### config.mk
export PLATFORM = sky130hd
export DESIGN_NAME = chip8_register_execute_unit
export DESIGN_NICKNAME = d
export VERILOG_FILES = /design/src/hw/rtl/c8x_pkg.sv /design/src/hw/rtl/c8x_regfile.sv /design/src/hw/rtl/c8x_stack.sv /design/src/hw/rtl/c8x_exec.sv /design/src/hw/rtl/chip8_register_execute_unit.sv
export SDC_FILE = /design/constraint.sdc
export NUM_CORES = 1
export LEC_CHECK = 0
export ABC_AREA = 1
export BUFFER_PORTS_ARGS = -buffer_cell sky130_fd_sc_hd__buf_2
export CORE_MARGIN = 5
export CORE_UTILIZATION = 30
export CTS_CLUSTER_SIZE = 16
export DETAILED_ROUTE_END_ITERATION = 6
export GPL_ROUTABILITY_DRIVEN = 1
export PLACE_DENSITY = 0.53
export SKIP_LAST_GASP = 1
export SYNTH_ARGS = -nofsm -noshare
export SYNTH_HDL_FRONTEND = slang
export SYNTH_SLANG_ARGS = --single-unit
export TNS_END_PERCENT = 100
### constraint.sdc
create_clock -name clk -period 5.02 [get_ports clk]
set_input_delay 1.004 -clock clk [delete_from_list [all_inputs] [get_ports clk]]
set_output_delay 1.004 -clock clk [all_outputs]
set_load 0.03 [all_outputs]
### src/hw/rtl/c8x_pkg.sv
// Shared types, opcodes and constants for the CHIP-8 register execute unit.
package c8x_pkg;

  // Field widths
  localparam int PC_W   = 12;
  localparam int INS_W  = 16;
  localparam int RND_W  = 8;
  localparam int VAL_W  = 8;
  localparam int REG_CNT = 16;
  localparam int RIDX_W = 4;

  // Stream and configuration port widths
  localparam int IN_TDATA_W  = 24;
  localparam int OUT_TDATA_W = 48;
  localparam int CFG_AW      = 3;
  localparam int CFG_DW      = 32;

  // Defaults
  localparam int                STACK_DEPTH_DEF = 16;
  localparam logic [PC_W-1:0]   START_RESET     = 12'h200;

  // Register map: word index taken from paddr[2]
  localparam logic REG_IDX_START = 1'b0;

  // Flag register index
  localparam logic [RIDX_W-1:0] FLAG_REG = 4'hF;

  // Major opcodes (top nibble)
  localparam logic [3:0] OP_SYS  = 4'h0;
  localparam logic [3:0] OP_JP   = 4'h1;
  localparam logic [3:0] OP_CALL = 4'h2;
  localparam logic [3:0] OP_SEI  = 4'h3;
  localparam logic [3:0] OP_SNEI = 4'h4;
  localparam logic [3:0] OP_SER  = 4'h5;
  localparam logic [3:0] OP_LDI  = 4'h6;
  localparam logic [3:0] OP_ADDI = 4'h7;
  localparam logic [3:0] OP_ALU  = 4'h8;
  localparam logic [3:0] OP_SNER = 4'h9;
  localparam logic [3:0] OP_LDIX = 4'hA;
  localparam logic [3:0] OP_JPV0 = 4'hB;
  localparam logic [3:0] OP_RND  = 4'hC;
  localparam logic [3:0] OP_DRW  = 4'hD;
  localparam logic [3:0] OP_KEY  = 4'hE;
  localparam logic [3:0] OP_MISC = 4'hF;

  // ALU sub-operations (low nibble of 8XYn)
  localparam logic [3:0] ALU_MOV  = 4'h0;
  localparam logic [3:0] ALU_OR   = 4'h1;
  localparam logic [3:0] ALU_AND  = 4'h2;
  localparam logic [3:0] ALU_XOR  = 4'h3;
  localparam logic [3:0] ALU_ADD  = 4'h4;
  localparam logic [3:0] ALU_SUB  = 4'h5;
  localparam logic [3:0] ALU_SHR  = 4'h6;
  localparam logic [3:0] ALU_SUBN = 4'h7;
  localparam logic [3:0] ALU_SHL  = 4'hE;

  // Full-word system instructions
  localparam logic [INS_W-1:0] INS_CLS = 16'h00E0;
  localparam logic [INS_W-1:0] INS_RET = 16'h00EE;

  // Key opcodes (EXnn)
  localparam logic [7:0] KEY_SKP  = 8'h9E;
  localparam logic [7:0] KEY_SKNP = 8'hA1;

  // Misc opcodes (FXnn), reported as not implemented
  localparam logic [7:0] F_LD_DT  = 8'h07;
  localparam logic [7:0] F_LD_K   = 8'h0A;
  localparam logic [7:0] F_SET_DT = 8'h15;
  localparam logic [7:0] F_SET_ST = 8'h18;
  localparam logic [7:0] F_ADD_I  = 8'h1E;
  localparam logic [7:0] F_FONT   = 8'h29;
  localparam logic [7:0] F_BCD    = 8'h33;
  localparam logic [7:0] F_STORE  = 8'h55;
  localparam logic [7:0] F_LOAD   = 8'h65;

  typedef enum logic [2:0] {
    ST_DONE      = 3'd0,
    ST_NOT_IMPL  = 3'd1,
    ST_OVERFLOW  = 3'd2,
    ST_UNDERFLOW = 3'd3,
    ST_UNKNOWN   = 3'd4
  } status_t;

  // One executed result
  typedef struct packed {
    logic [PC_W-1:0]   next_pc;
    status_t           status;
    logic              reg_written;
    logic [RIDX_W-1:0] reg_index;
    logic [VAL_W-1:0]  reg_value;
    logic              flag_written;
    logic              flag_value;
    logic [PC_W-1:0]   index_value;
  } exec_res_t;

  // Stack request from the execute logic
  typedef struct packed {
    logic            push;
    logic            pop;
    logic [PC_W-1:0] push_data;
  } stk_ctl_t;

  // Stack status toward the execute logic
  typedef struct packed {
    logic            empty;
    logic            full;
    logic [PC_W-1:0] top;
  } stk_stat_t;

  // Register file write port group
  typedef struct packed {
    logic              wr_en;
    logic [RIDX_W-1:0] wr_idx;
    logic [VAL_W-1:0]  wr_data;
    logic              fw_en;
    logic              fw_data;
  } rf_wr_t;

endpackage

### src/hw/rtl/c8x_regfile.sv
// General register file V0..VF with registered reads and same-cycle write forwarding.
module c8x_regfile (
  input  logic                          clk,
  input  logic                          rst_n,
  input  c8x_pkg::rf_wr_t               wr,
  input  logic                          rd_en,
  input  logic [c8x_pkg::RIDX_W-1:0]    rd_x,
  input  logic [c8x_pkg::RIDX_W-1:0]    rd_y,
  output logic [c8x_pkg::VAL_W-1:0]     vx,
  output logic [c8x_pkg::VAL_W-1:0]     vy,
  output logic [c8x_pkg::VAL_W-1:0]     v0
);

  logic [c8x_pkg::VAL_W-1:0] regs_r   [c8x_pkg::REG_CNT];
  logic [c8x_pkg::VAL_W-1:0] regs_nxt [c8x_pkg::REG_CNT];
  logic [c8x_pkg::VAL_W-1:0] vx_r, vy_r, v0_r;

  // Apply VX write, then VF flag write on top (flag wins for X = F)
  always_comb begin
    for (int i = 0; i < c8x_pkg::REG_CNT; i++) begin
      regs_nxt[i] = regs_r[i];
      if (wr.fw_en && (c8x_pkg::RIDX_W'(i) == c8x_pkg::FLAG_REG)) begin
        regs_nxt[i] = {{(c8x_pkg::VAL_W-1){1'b0}}, wr.fw_data};
      end else if (wr.wr_en && (wr.wr_idx == c8x_pkg::RIDX_W'(i))) begin
        regs_nxt[i] = wr.wr_data;
      end
    end
  end

  // Hold register contents
  always_ff @(posedge clk) begin
    if (!rst_n) begin
      for (int i = 0; i < c8x_pkg::REG_CNT; i++) begin
        regs_r[i] <= '0;
      end
    end else begin
      regs_r <= regs_nxt;
    end
  end

  // Capture operands for the accepted item, seeing this cycle's writes
  always_ff @(posedge clk) begin
    if (rd_en) begin
      vx_r <= regs_nxt[rd_x];
      vy_r <= regs_nxt[rd_y];
      v0_r <= regs_nxt[0];
    end
  end

  assign vx = vx_r;
  assign vy = vy_r;
  assign v0 = v0_r;

endmodule

### src/hw/rtl/c8x_stack.sv
// Return address stack: memory, depth counter and registered top-of-stack read.
module c8x_stack #(
  parameter int STACK_DEPTH = c8x_pkg::STACK_DEPTH_DEF
) (
  input  logic                 clk,
  input  logic                 rst_n,
  input  c8x_pkg::stk_ctl_t    ctl,
  input  logic                 rd_en,
  output c8x_pkg::stk_stat_t   stat
);

  localparam int AW = (STACK_DEPTH > 1) ? $clog2(STACK_DEPTH) : 1;
  localparam int DW = $clog2(STACK_DEPTH + 1);

  logic [c8x_pkg::PC_W-1:0] mem [STACK_DEPTH];
  logic [DW-1:0]            depth_r, depth_nxt, rd_dep;
  logic [AW-1:0]            rd_addr;
  logic [c8x_pkg::PC_W-1:0] top_rd_r, fwd_data_r;
  logic                     fwd_r;

  // Next depth and address of the next top entry
  always_comb begin
    depth_nxt = depth_r;
    if (ctl.push) begin
      depth_nxt = depth_r + DW'(1);
    end else if (ctl.pop) begin
      depth_nxt = depth_r - DW'(1);
    end
    rd_dep  = depth_nxt - DW'(1);
    rd_addr = rd_dep[AW-1:0];
  end

  always_ff @(posedge clk) begin
    if (!rst_n) begin
      depth_r <= '0;
    end else begin
      depth_r <= depth_nxt;
    end
  end

  // Write pushed return address
  always_ff @(posedge clk) begin
    if (ctl.push) begin
      mem[depth_r[AW-1:0]] <= ctl.push_data;
    end
  end

  // Read next top for the accepted item; forward a push of this cycle
  always_ff @(posedge clk) begin
    if (rd_en) begin
      top_rd_r   <= mem[rd_addr];
      fwd_data_r <= ctl.push_data;
    end
  end

  always_ff @(posedge clk) begin
    if (!rst_n) begin
      fwd_r <= 1'b0;
    end else if (rd_en) begin
      fwd_r <= ctl.push;
    end
  end

  assign stat.empty = (depth_r == '0);
  assign stat.full  = (depth_r == DW'(STACK_DEPTH));
  assign stat.top   = fwd_r ? fwd_data_r : top_rd_r;

endmodule

### src/hw/rtl/c8x_exec.sv
// Instruction decode and execute: ALU, loads, random, index, skips, jumps, call/return and status.
module c8x_exec (
  input  logic [c8x_pkg::INS_W-1:0]  ins,
  input  logic [c8x_pkg::RND_W-1:0]  rnd,
  input  logic [c8x_pkg::VAL_W-1:0]  vx,
  input  logic [c8x_pkg::VAL_W-1:0]  vy,
  input  logic [c8x_pkg::VAL_W-1:0]  v0,
  input  logic [c8x_pkg::PC_W-1:0]   pc,
  input  logic [c8x_pkg::PC_W-1:0]   index,
  input  c8x_pkg::stk_stat_t         stk,
  output c8x_pkg::exec_res_t         res,
  output c8x_pkg::stk_ctl_t          ctl
);

  logic [3:0]                  op, x, n;
  logic [7:0]                  nn;
  logic [c8x_pkg::PC_W-1:0]    nnn, pc2, pc4, jump_v0, next;
  logic [c8x_pkg::VAL_W:0]     sum_w;
  logic [c8x_pkg::VAL_W-1:0]   val;
  logic                        wr, fw, flag, skip;
  c8x_pkg::status_t            status;

  assign op  = ins[15:12];
  assign x   = ins[11:8];
  assign n   = ins[3:0];
  assign nn  = ins[7:0];
  assign nnn = ins[11:0];

  assign pc2     = pc + 12'd2;
  assign pc4     = pc + 12'd4;
  assign jump_v0 = {4'b0, v0} + nnn;
  assign sum_w   = {1'b0, vx} + {1'b0, vy};

  // Decode and execute
  always_comb begin
    next   = pc2;
    status = c8x_pkg::ST_DONE;
    wr     = 1'b0;
    fw     = 1'b0;
    val    = '0;
    flag   = 1'b0;
    skip   = 1'b0;
    ctl.push      = 1'b0;
    ctl.pop       = 1'b0;
    ctl.push_data = pc2;
    res.index_value = index;

    unique case (op)
      c8x_pkg::OP_SYS: begin
        if (ins == c8x_pkg::INS_CLS) begin
          status = c8x_pkg::ST_NOT_IMPL;
        end else if (ins == c8x_pkg::INS_RET) begin
          if (stk.empty) begin
            status = c8x_pkg::ST_UNDERFLOW;
          end else begin
            ctl.pop = 1'b1;
            next    = stk.top;
          end
        end else begin
          status = c8x_pkg::ST_UNKNOWN;
        end
      end
      c8x_pkg::OP_JP: next = nnn;
      c8x_pkg::OP_CALL: begin
        if (stk.full) begin
          status = c8x_pkg::ST_OVERFLOW;
        end else begin
          ctl.push = 1'b1;
          next     = nnn;
        end
      end
      c8x_pkg::OP_SEI:  skip = (vx == nn);
      c8x_pkg::OP_SNEI: skip = (vx != nn);
      c8x_pkg::OP_SER: begin
        if (n == 4'h0) skip = (vx == vy);
        else status = c8x_pkg::ST_UNKNOWN;
      end
      c8x_pkg::OP_LDI: begin
        wr  = 1'b1;
        val = nn;
      end
      c8x_pkg::OP_ADDI: begin
        wr  = 1'b1;
        val = vx + nn;
      end
      c8x_pkg::OP_ALU: begin
        case (n)
          c8x_pkg::ALU_MOV: begin wr = 1'b1; val = vy; end
          c8x_pkg::ALU_OR:  begin wr = 1'b1; val = vx | vy; end
          c8x_pkg::ALU_AND: begin wr = 1'b1; val = vx & vy; end
          c8x_pkg::ALU_XOR: begin wr = 1'b1; val = vx ^ vy; end
          c8x_pkg::ALU_ADD: begin
            wr = 1'b1; fw = 1'b1;
            val  = sum_w[c8x_pkg::VAL_W-1:0];
            flag = sum_w[c8x_pkg::VAL_W];
          end
          c8x_pkg::ALU_SUB: begin
            wr = 1'b1; fw = 1'b1;
            val  = vx - vy;
            flag = (vx >= vy);
          end
          c8x_pkg::ALU_SHR: begin
            wr = 1'b1; fw = 1'b1;
            val  = {1'b0, vy[c8x_pkg::VAL_W-1:1]};
            flag = vy[0];
          end
          c8x_pkg::ALU_SUBN: begin
            wr = 1'b1; fw = 1'b1;
            val  = vy - vx;
            flag = (vy >= vx);
          end
          c8x_pkg::ALU_SHL: begin
            wr = 1'b1; fw = 1'b1;
            val  = {vy[c8x_pkg::VAL_W-2:0], 1'b0};
            flag = vy[c8x_pkg::VAL_W-1];
          end
          default: status = c8x_pkg::ST_UNKNOWN;
        endcase
      end
      c8x_pkg::OP_SNER: begin
        if (n == 4'h0) skip = (vx != vy);
        else status = c8x_pkg::ST_UNKNOWN;
      end
      c8x_pkg::OP_LDIX: res.index_value = nnn;
      c8x_pkg::OP_JPV0: next = jump_v0;
      c8x_pkg::OP_RND: begin
        wr  = 1'b1;
        val = rnd & nn;
      end
      c8x_pkg::OP_DRW: status = c8x_pkg::ST_NOT_IMPL;
      c8x_pkg::OP_KEY: begin
        if (nn == c8x_pkg::KEY_SKP || nn == c8x_pkg::KEY_SKNP) begin
          status = c8x_pkg::ST_NOT_IMPL;
        end else begin
          status = c8x_pkg::ST_UNKNOWN;
        end
      end
      c8x_pkg::OP_MISC: begin
        case (nn) inside
          c8x_pkg::F_LD_DT, c8x_pkg::F_LD_K, c8x_pkg::F_SET_DT,
          c8x_pkg::F_SET_ST, c8x_pkg::F_ADD_I, c8x_pkg::F_FONT,
          c8x_pkg::F_BCD, c8x_pkg::F_STORE, c8x_pkg::F_LOAD:
            status = c8x_pkg::ST_NOT_IMPL;
          default: status = c8x_pkg::ST_UNKNOWN;
        endcase
      end
      default: status = c8x_pkg::ST_UNKNOWN;
    endcase

    // Taken skip jumps over the next instruction
    if (skip) next = pc4;

    res.next_pc      = next;
    res.status       = status;
    res.reg_written  = wr;
    res.reg_index    = wr ? x : '0;
    res.reg_value    = wr ? val : '0;
    res.flag_written = fw;
    res.flag_value   = fw ? flag : 1'b0;
  end

endmodule

### src/hw/rtl/chip8_register_execute_unit.sv
// Top level of the CHIP-8 register execute unit: channels, state and pipeline control.
//
// Usage: each input item carries one 16-bit instruction and a random byte; the
// unit executes it against V0..VF, the index register, the PC and the return
// stack, and emits exactly one result item (next PC, status, register and
// flag writes, index value).
// Pipeline: an input register holds the accepted item while the register file
// and stack top are read; the item executes once the output register can take
// it, and its result is loaded into the output register. Throughput is one item
// per cycle while out_tready is high, set by the single execute stage whose
// state writeback completes in the same cycle.
// Stalls: while out_tready is low the output register holds its item, the
// input register holds the next one, and in_tready drops once both are full.
// Reset (rst_n low, synchronous): registers and index clear, the stack empties,
// the PC and start_address return to 0x200, and both channels go empty.
// Configuration: start_address at byte address 0; writing it also loads the PC.
// Write it only while no item is in flight.
module chip8_register_execute_unit #(
  parameter int STACK_DEPTH = c8x_pkg::STACK_DEPTH_DEF
) (
  input  logic                               clk,
  input  logic                               rst_n,
  // in_tdata: instruction_word[15:0], random_byte[23:16]
  input  logic                               in_tvalid,
  output logic                               in_tready,
  input  logic [c8x_pkg::IN_TDATA_W-1:0]     in_tdata,
  // out_tdata: next_pc[11:0], status[14:12], reg_written[15], reg_index[19:16],
  // reg_value[27:20], flag_written[28], flag_value[29], index_value[41:30], zero
  output logic                               out_tvalid,
  input  logic                               out_tready,
  output logic [c8x_pkg::OUT_TDATA_W-1:0]    out_tdata,
  // Configuration port
  input  logic                               cfg_psel,
  input  logic                               cfg_penable,
  input  logic                               cfg_pwrite,
  input  logic [c8x_pkg::CFG_AW-1:0]         cfg_paddr,
  input  logic [c8x_pkg::CFG_DW-1:0]         cfg_pwdata,
  output logic [c8x_pkg::CFG_DW-1:0]         cfg_prdata,
  output logic                               cfg_pready
);

  logic                                in_accept, exec_fire, cfg_wr_start;
  logic                                in_valid_r, out_valid_r;
  logic [c8x_pkg::INS_W-1:0]           ins_r;
  logic [c8x_pkg::RND_W-1:0]           rnd_r;
  logic [c8x_pkg::PC_W-1:0]            pc_r, index_r, start_r;
  logic [c8x_pkg::PC_W-1:0]            pc_nxt, index_nxt;
  logic [c8x_pkg::OUT_TDATA_W-1:0]     out_data_r;
  logic [c8x_pkg::VAL_W-1:0]           vx, vy, v0;
  c8x_pkg::exec_res_t                  res;
  c8x_pkg::stk_ctl_t                   ctl, stk_ctl;
  c8x_pkg::stk_stat_t                  stk_stat;
  c8x_pkg::rf_wr_t                     rf_wr;

  // Handshakes
  assign in_accept = in_tvalid & in_tready;
  assign exec_fire = in_valid_r & (~out_valid_r | out_tready);
  assign in_tready = ~in_valid_r | exec_fire;

  // Input register
  always_ff @(posedge clk) begin
    if (!rst_n) begin
      in_valid_r <= 1'b0;
    end else if (in_tready) begin
      in_valid_r <= in_tvalid;
    end
  end

  always_ff @(posedge clk) begin
    if (in_accept) begin
      ins_r <= in_tdata[15:0];
      rnd_r <= in_tdata[23:16];
    end
  end

  // Register file and stack, both committed only when the item executes
  assign rf_wr.wr_en   = exec_fire & res.reg_written;
  assign rf_wr.wr_idx  = res.reg_index;
  assign rf_wr.wr_data = res.reg_value;
  assign rf_wr.fw_en   = exec_fire & res.flag_written;
  assign rf_wr.fw_data = res.flag_value;

  assign stk_ctl.push      = exec_fire & ctl.push;
  assign stk_ctl.pop       = exec_fire & ctl.pop;
  assign stk_ctl.push_data = ctl.push_data;

  c8x_regfile u_regfile (
    .clk   (clk),
    .rst_n (rst_n),
    .wr    (rf_wr),
    .rd_en (in_accept),
    .rd_x  (in_tdata[11:8]),
    .rd_y  (in_tdata[7:4]),
    .vx    (vx),
    .vy    (vy),
    .v0    (v0)
  );

  c8x_stack #(
    .STACK_DEPTH (STACK_DEPTH)
  ) u_stack (
    .clk   (clk),
    .rst_n (rst_n),
    .ctl   (stk_ctl),
    .rd_en (in_accept),
    .stat  (stk_stat)
  );

  c8x_exec u_exec (
    .ins   (ins_r),
    .rnd   (rnd_r),
    .vx    (vx),
    .vy    (vy),
    .v0    (v0),
    .pc    (pc_r),
    .index (index_r),
    .stk   (stk_stat),
    .res   (res),
    .ctl   (ctl)
  );

  // Configuration write decode
  assign cfg_pready   = 1'b1;
  assign cfg_wr_start = cfg_psel & cfg_penable & cfg_pwrite & cfg_pready &
                        (cfg_paddr[2] == c8x_pkg::REG_IDX_START);
  assign cfg_prdata   = (cfg_paddr[2] == c8x_pkg::REG_IDX_START) ?
                        {{(c8x_pkg::CFG_DW-c8x_pkg::PC_W){1'b0}}, start_r} : '0;

  // PC and index next values
  always_comb begin
    pc_nxt    = pc_r;
    index_nxt = index_r;
    if (cfg_wr_start) begin
      pc_nxt = cfg_pwdata[c8x_pkg::PC_W-1:0];
    end else if (exec_fire) begin
      pc_nxt    = res.next_pc;
      index_nxt = res.index_value;
    end
  end

  always_ff @(posedge clk) begin
    if (!rst_n) begin
      start_r <= c8x_pkg::START_RESET;
      pc_r    <= c8x_pkg::START_RESET;
      index_r <= '0;
    end else begin
      if (cfg_wr_start) begin
        start_r <= cfg_pwdata[c8x_pkg::PC_W-1:0];
      end
      pc_r    <= pc_nxt;
      index_r <= index_nxt;
    end
  end

  // Output register
  always_ff @(posedge clk) begin
    if (!rst_n) begin
      out_valid_r <= 1'b0;
    end else if (exec_fire) begin
      out_valid_r <= 1'b1;
    end else if (out_tready) begin
      out_valid_r <= 1'b0;
    end
  end

  always_ff @(posedge clk) begin
    if (exec_fire) begin
      out_data_r <= {6'b0, res.index_value, res.flag_value, res.flag_written,
                     res.reg_value, res.reg_index, res.reg_written,
                     res.status, res.next_pc};
    end
  end

  assign out_tvalid = out_valid_r;
  assign out_tdata  = out_data_r;

`ifndef NO_ASSERTIONS
  // An executed item always shows up in the output register
  a_exec_to_out: assert property (@(posedge clk) disable iff (!rst_n)
    exec_fire |=> out_valid_r)
    else $error("executed item did not reach the output register");

  // A held input item keeps its instruction until it executes
  a_in_hold: assert property (@(posedge clk) disable iff (!rst_n)
    (in_valid_r && !exec_fire) |=> (in_valid_r && $stable(ins_r)))
    else $error("pending item lost or changed");

  // A committed call leaves the stack non-empty
  a_push_nonempty: assert property (@(posedge clk) disable iff (!rst_n)
    stk_ctl.push |=> !stk_stat.empty)
    else $error("stack empty after push");

  // Overflow and underflow are only reported against a full or empty stack
  a_stk_status: assert property (@(posedge clk) disable iff (!rst_n)
    exec_fire |-> ((res.status != c8x_pkg::ST_OVERFLOW || stk_stat.full) &&
                   (res.status != c8x_pkg::ST_UNDERFLOW || stk_stat.empty)))
    else $error("stack status does not match stack depth");
`endif

endmodule

# Yosys cells after proc, flatten, opt, wreduce, memory -nomap -nowiden
# Memory sizes are Yosys's and may differ from the RTL's. A register that Yosys moved wholly into a read port is not among the register bits.
# Index checks and enable logic that the tools add are counted.
# word_totals
output_inout_bits	83
ramBits	192
input_bits	66
ff_bits	274
memories	1
# memory_table
name	depth	width	read_ports	rd_clocked_by_memory_dff	wr	line_no	rtl
u_stack.mem	16	12	1	1	1	c8x_stack.sv:15	logic [c8x_pkg::PC_W-1:0] mem [STACK_DEPTH];
# classes
n_reduce_logical	29
n_addsub	10
order_cmp	4
eq_ne	56
n_mux	69
bitwise_logic	21
# ops
op	count
$mux W8	22
$mux W12	10
$pmux W8 S9	1
$eq A4 B4 Y1 const B	17
$bmux W8 S4	2
$eq A4 B3 Y1 const B	12
$pmux W12 S4	1
$eq A16 B8 Y1 const B	2
$pmux W8 S4	1
$eq A4 B2 Y1 const B	6
$eq A8 B5 Y1 const B	3
$pmux W3 S7	1
$mux W3	6
$reduce_or A9 Y1	2
$mux W1	17
$and A8 B8 Y8	2
$eq A8 B6 Y1 const B	2
$eq A8 B7 Y1 const B	2
$eq A8 B8 Y1	2
$eq A8 B8 Y1 const B	2
$ge A8 B8 Y1	2
$logic_and A1 B1 Y1	16
$ne A8 B8 Y1	2
$sub A8 B8 Y8	2
33 further kinds	54

# Longest topological paths before layout
# depth
word_depth	12
depth_mapped	21
ltp_nobuf	20

# Hierarchy
# A second synthesis with hierarchy kept.
# hier_totals
cells_unflattened	3253
hier_area_um2	25698.4
# by_module_without_submodules
module	n_inst	seq_area_each_um2	area_each_um2	cells_each
c8x_stack	1	6606.3	9496.6	868
c8x_regfile	1	3283.1	8060.2	1218
c8x_exec	1	0.0	4169.0	799
chip8_register_execute_unit	1	2742.6	3972.6	368

# Worst setup path after synthesis
# Ideal clock, no wire load.
# synth_timing
path_kind	input to register
startpoint	input port out_tready
endpoint	register u_stack.top_rd_r[5] in the netlist's numbering, read port of u_stack.mem, data pin
n_path_buf	4
t_arrival_ns	3.974
path_slack_ns	0.915
required_ns	4.889
stages	17
path_cell_list	inv_1 -> nand2_1 -> nand2_1 -> inv_2 -> nand4_2 -> nand2_4 -> xor2_4 -> buf_4 -> buf_2 -> ha_1 -> inv_1 -> clkbuf_1 -> clkbuf_1 -> o21ai_0 -> o221ai_1 -> o211ai_1 -> nand2_1
# synth_between
elab_chain_len	6
# synth_lines
element	line_no	rtl
start: declaration	chip8_register_execute_unit.sv:30	input logic out_tready,
$or A1 B1 Y1 *	chip8_register_execute_unit.sv:57	assign exec_fire = in_valid_r & (~out_valid_r | out_tready);
$and A1 B1 Y1 *	chip8_register_execute_unit.sv:57	
via exec_fire	chip8_register_execute_unit.sv:42	logic in_accept, exec_fire, cfg_wr_start;
$and A1 B1 Y1	chip8_register_execute_unit.sv:84	assign stk_ctl.pop = exec_fire & ctl.pop;
$mux W5	c8x_stack.sv:26	end else if (ctl.pop) begin
$mux W5	c8x_stack.sv:24	if (ctl.push) begin
$sub A4 B1 Y4	c8x_stack.sv:29	rd_dep = depth_nxt - DW'(1);
end: declaration	c8x_stack.sv:18	logic [c8x_pkg::PC_W-1:0] top_rd_r, fwd_data_r;
# The timed path passes the listed nets; every way through them passes the cells marked *.
# A chain may end at the register's enable or synchronous reset.

# Worst setup path after layout
# layout_timing
startpoint	register u_regfile.vy_r, in the netlist u_regfile.vy[2]
endpoint	register u_regfile.vy_r, in the netlist u_regfile.vy[6], data pin
# layout_between
elab_chain_len	9
# layout_lines
element	line_no	rtl
start: declaration	c8x_regfile.sv:16	logic [c8x_pkg::VAL_W-1:0] vx_r, vy_r, v0_r;
start signal: assignment	c8x_regfile.sv:45	vy_r <= regs_nxt[rd_y];
$sub A8 B8 Y8 (tied with other cells)	c8x_exec.sv:109	val = vy - vx;
$pmux W8 S9 *	c8x_exec.sv:87	case (n)
$pmux W8 S4 *	c8x_exec.sv:48	unique case (op)
$mux W8 *	c8x_exec.sv:157	res.reg_value = wr ? val : '0;
$mux W8	c8x_regfile.sv:24	end else if (wr.wr_en && (wr.wr_idx == c8x_pkg::RIDX_W'(i))) begin
$mux W8	c8x_regfile.sv:22	if (wr.fw_en && (c8x_pkg::RIDX_W'(i) == c8x_pkg::FLAG_REG)) begin
$bmux W8 S4 *	c8x_regfile.sv:45	
$mux W8 (not written as such) * (2 in series)	c8x_regfile.sv:45	
# Every way passes the cells marked *; elsewhere a longest branch is shown, timed or not. The select of a mux whose other input is x is not followed.

==> flow_metrics.env <==
export IMPL_status="finished clean"
export IMPL_avgSynthCellArea_um2=8.44
export IMPL_async_flop_share_pct=0
export IMPL_max_freq_mhz=246
export IMPL_worstPathMaxFanout=17
export IMPL_synth_compound_area_share_pct=11.2
export IMPL_timing_rr_start="u_regfile.vy[2]$_DFFE_PP_"
export IMPL_design_area_um2=28100
export IMPL_power_density_nw_per_um2=332
export IMPL_slew_violations=0
export IMPL_post_drt_wl_per_cell_um=19.4
export IMPL_htree_levels=2
export IMPL_post_route_period_util_pct=80.9
export IMPL_nNetsFinal=3135
export IMPL_io_pins=149
export IMPL_grt_overflow=0
export IMPL_num_vias=20808
export IMPL_drtAntennaViolNets=0
export IMPL_grt_setup_unrepaired="no"
export IMPL_synth_top_area_share_pct=37.1
export IMPL_final_cell_mix="560 x nand2_1, 397 x nor2_1, 366 x nand3_1, 306 x edfxtp_1, 205 x o21ai_0"
export IMPL_drive_above_1_share_pct=12.6
export IMPL_rows=105
export IMPL_drc=0
export IMPL_min_path_type="reg2reg"
export IMPL_crit_required_ns=5.39
export IMPL_clk_latency_ns=0.62
export IMPL_cts_resized_gates=0
export IMPL_synthAdderAreaFrac_pct=3.23
export IMPL_first_global_vias=19447
export IMPL_gp_congestion=0.940
export IMPL_ir_worst_vdd_mv=0.255
export IMPL_grt_pass1_wl_um=120000
export IMPL_period_minus_slack_ns=4.06
export IMPL_wl_um=79800
export IMPL_n_antenna_cell=0
export IMPL_synthCells=2938
export IMPL_start_util_pct=30.2
export IMPL_fin_tns_setup_ns=0
export IMPL_synthXorXnorAreaFrac_pct=1.00
export IMPL_postCtsSetupBuffers=0
export IMPL_via_per_inst=5.05
export IMPL_ys_flop_type="edfxtp_1"
export IMPL_synth_mux_area_fraction_pct=0.0807
export IMPL_fin_skew_ns=0.0384
export IMPL_worst_r2r_setup_slack_ns=0.96
export IMPL_die_h_um=297
export IMPL_holdPathEnd="start_r[6]$_SDFFE_PN0P_"
export IMPL_crit_path_start_kind="flip-flop"
export IMPL_end_kind="flip-flop"
export IMPL_setup_violations_final=0
export IMPL_place_hpwl_um=52800
export IMPL_die_area_um2=88500
export IMPL_synth_top_family_by_area="simple AND/OR/NAND/NOR gates"
export IMPL_clk_pin_slew_ns=0.06
export IMPL_min_from="start_r[6]$_SDFFE_PN0P_"
export IMPL_hold_violations=0
export IMPL_hold_path_depth=2
export IMPL_grt_usage_pct=17.3
export IMPL_synth_edf_count=306
export IMPL_synth_seq_cells=478
export IMPL_dr_pass1_iters=6
export IMPL_final_util_pct=34.3
export IMPL_max_slew_worst_pin_slew_ns=1.12
export IMPL_io_buffers=99
export IMPL_cts_hold_buf=0
export IMPL_p_leak_nw=11.4
export IMPL_drt_iter0_markers=1872
export IMPL_criticalPathCategory="reg2reg"
export IMPL_numCtsBuffers=50
export IMPL_die_width_um=297
export IMPL_drv_cap=0
export IMPL_worstPathArrival_ns=4.43
export IMPL_synth_warnings=0
export IMPL_ff2ff_path_depth=18
export IMPL_grt_max_degree=82
export IMPL_cts_buffer_depth=3
export IMPL_final_common_cell="nand2_1"
export IMPL_yosysSeqAreaShare_pct=51.0
export IMPL_synth_top_area_cell="edfxtp_1"
export IMPL_cts_root_buf="clkbuf_16"
export IMPL_syn_area_um2=24800
export IMPL_core_um2=82000
export IMPL_synth_area_leaders="edfxtp_1 37%, dfxtp_1 14%, nand2_1 8.5%"
export IMPL_cts_tree="yes"
export IMPL_slew_headroom_pct=25.3
export IMPL_area_growth_pct=13.3
export IMPL_place_area_um2=26400
export IMPL_yosysUniqueCellTypes=58
export IMPL_antenna_found_initial=4
export IMPL_cts_sinks=478
export IMPL_yosys_area_share_simple_pct=26.5
export IMPL_r2r_end="u_regfile.vy[6]$_DFFE_PP_"
sequential cells by signal, indices dropped and copies added, names as in the netlist:
name	cells
in_valid_r	1
index_r	12
ins_r	16
out_tdata	42
out_tvalid	1
pc_r	12
rnd_r	8
start_r	12
u_regfile.regs_r	128
u_regfile.v0	8
u_regfile.vx	8
u_regfile.vy	8
u_stack.depth_r	5
u_stack.fwd_data_r	12
u_stack.fwd_r	1
u_stack.mem	192
u_stack.top_rd_r	12
worst max path at each step:
stage / depth (start not counted) / from / endpoint
2_1_floorplan: 17 / out_tready / u_stack.top_rd_r[5]$_DFFE_PP_
3_3_place_gp: 15 / out_tready / u_stack.top_rd_r[7]$_DFFE_PP_
3_5_place_dp: 15 / out_tready / u_stack.top_rd_r[7]$_DFFE_PP_
4_1_cts: 17 / u_regfile.vy[2]$_DFFE_PP_ / u_regfile.vy[4]$_DFFE_PP_
5_1_grt: 18 / u_regfile.vy[2]$_DFFE_PP_ / u_regfile.vy[6]$_DFFE_PP_
6_report: 18 / u_regfile.vy[2]$_DFFE_PP_ / u_regfile.vy[6]$_DFFE_PP_
layout make-up:
type | count | area (µm²)
clock buffers | 70 | 1410
clock inverters | 24 | 289
multi-input cells | 2086 | 10500
fillers | 8569 | 53900
inverters | 218 | 823
flip-flops and latches | 478 | 12600
repair buffers | 174 | 1080
well taps | 1070 | 1340
routing by layer:
metal	wire length (µm)	vias up	global-route usage [%]
li1	-	10093	-
met1	35500	9762	23.6
met2	35800	762	27.3
met3	5110	185	2.98
met4	3290	6	6.99
met5	34	-	0
synth_stat cells (all sizes together) (2+ instances only):
master,instances
o22ai,27
xor2,19
a211oi,6
edfxtp,306
o31ai,2
fa,5
o221ai,38
nor4,2
a22oi,4
nand3b,2
nor2,421
clkinv,4
nand3,368
o21ai,256
o2111ai,2
o211ai,33
clkbuf,92
nor3,22
buf,89
o21a,9
ha,56
a21oi,93
and3,2
inv,214
conb,2
mux2i,2
xnor2,3
a221oi,5
dfxtp,172
nand4,32
nand2,573
a21boi,2
and2,4
or2,66
logic make-up (layout without fill, tap and decap cells):
group,Yosys count,in the layout
muxes,2,2
xor gates and xnor gates,22,22
and+or+nand+nor,1492,1492
DFF,478,478
buffers and inverters,399,486
adders and majority gates,61,61
other,2,27
AOI/OAI and AO/OA,482,482
where the power goes:
group / leakage (nW) / internal, mW / switching, mW / total (mW)
registers: 4.24 / 4.32 / 0.0799 / 4.40
logic: 6.29 / 0.297 / 0.821 / 1.12
clock network: 0.821 / 2.18 / 1.63 / 3.81
worst max-delay path: stages, from the launching register on:
cell and delay [ns]:
edfxtp_1 0.55, inv_1 0.16, ha_1 0.46, inv_1 0.21, nand2_1 0.09, o21ai_0 0.48
nand2_1 0.14, nand2_1 0.09, nand2_1 0.05, nand3_1 0.08, nand4_1 0.09, nand2_1 0.57
nand3_1 0.15, nand2_1 0.20, nand2_1 0.07, nand3_1 0.11, nand3_1 0.07, nand3_1 0.17
nand2_1 0.06
per-stage QoR:
stage               total power, mW  cells  worst slack, ns  hold WS, ns
detailed placement             5.59   4026            0.975        0.446
floorplan                      5.21   2963            0.915        0.432
global route                   9.70   4120            0.656        0.481
finish                         9.33   4120            0.958        0.454
CTS                            9.42   4120             1.04        0.455
global placement               5.59   4026            0.985        0.444
Power figures use the tool's default switching activity.
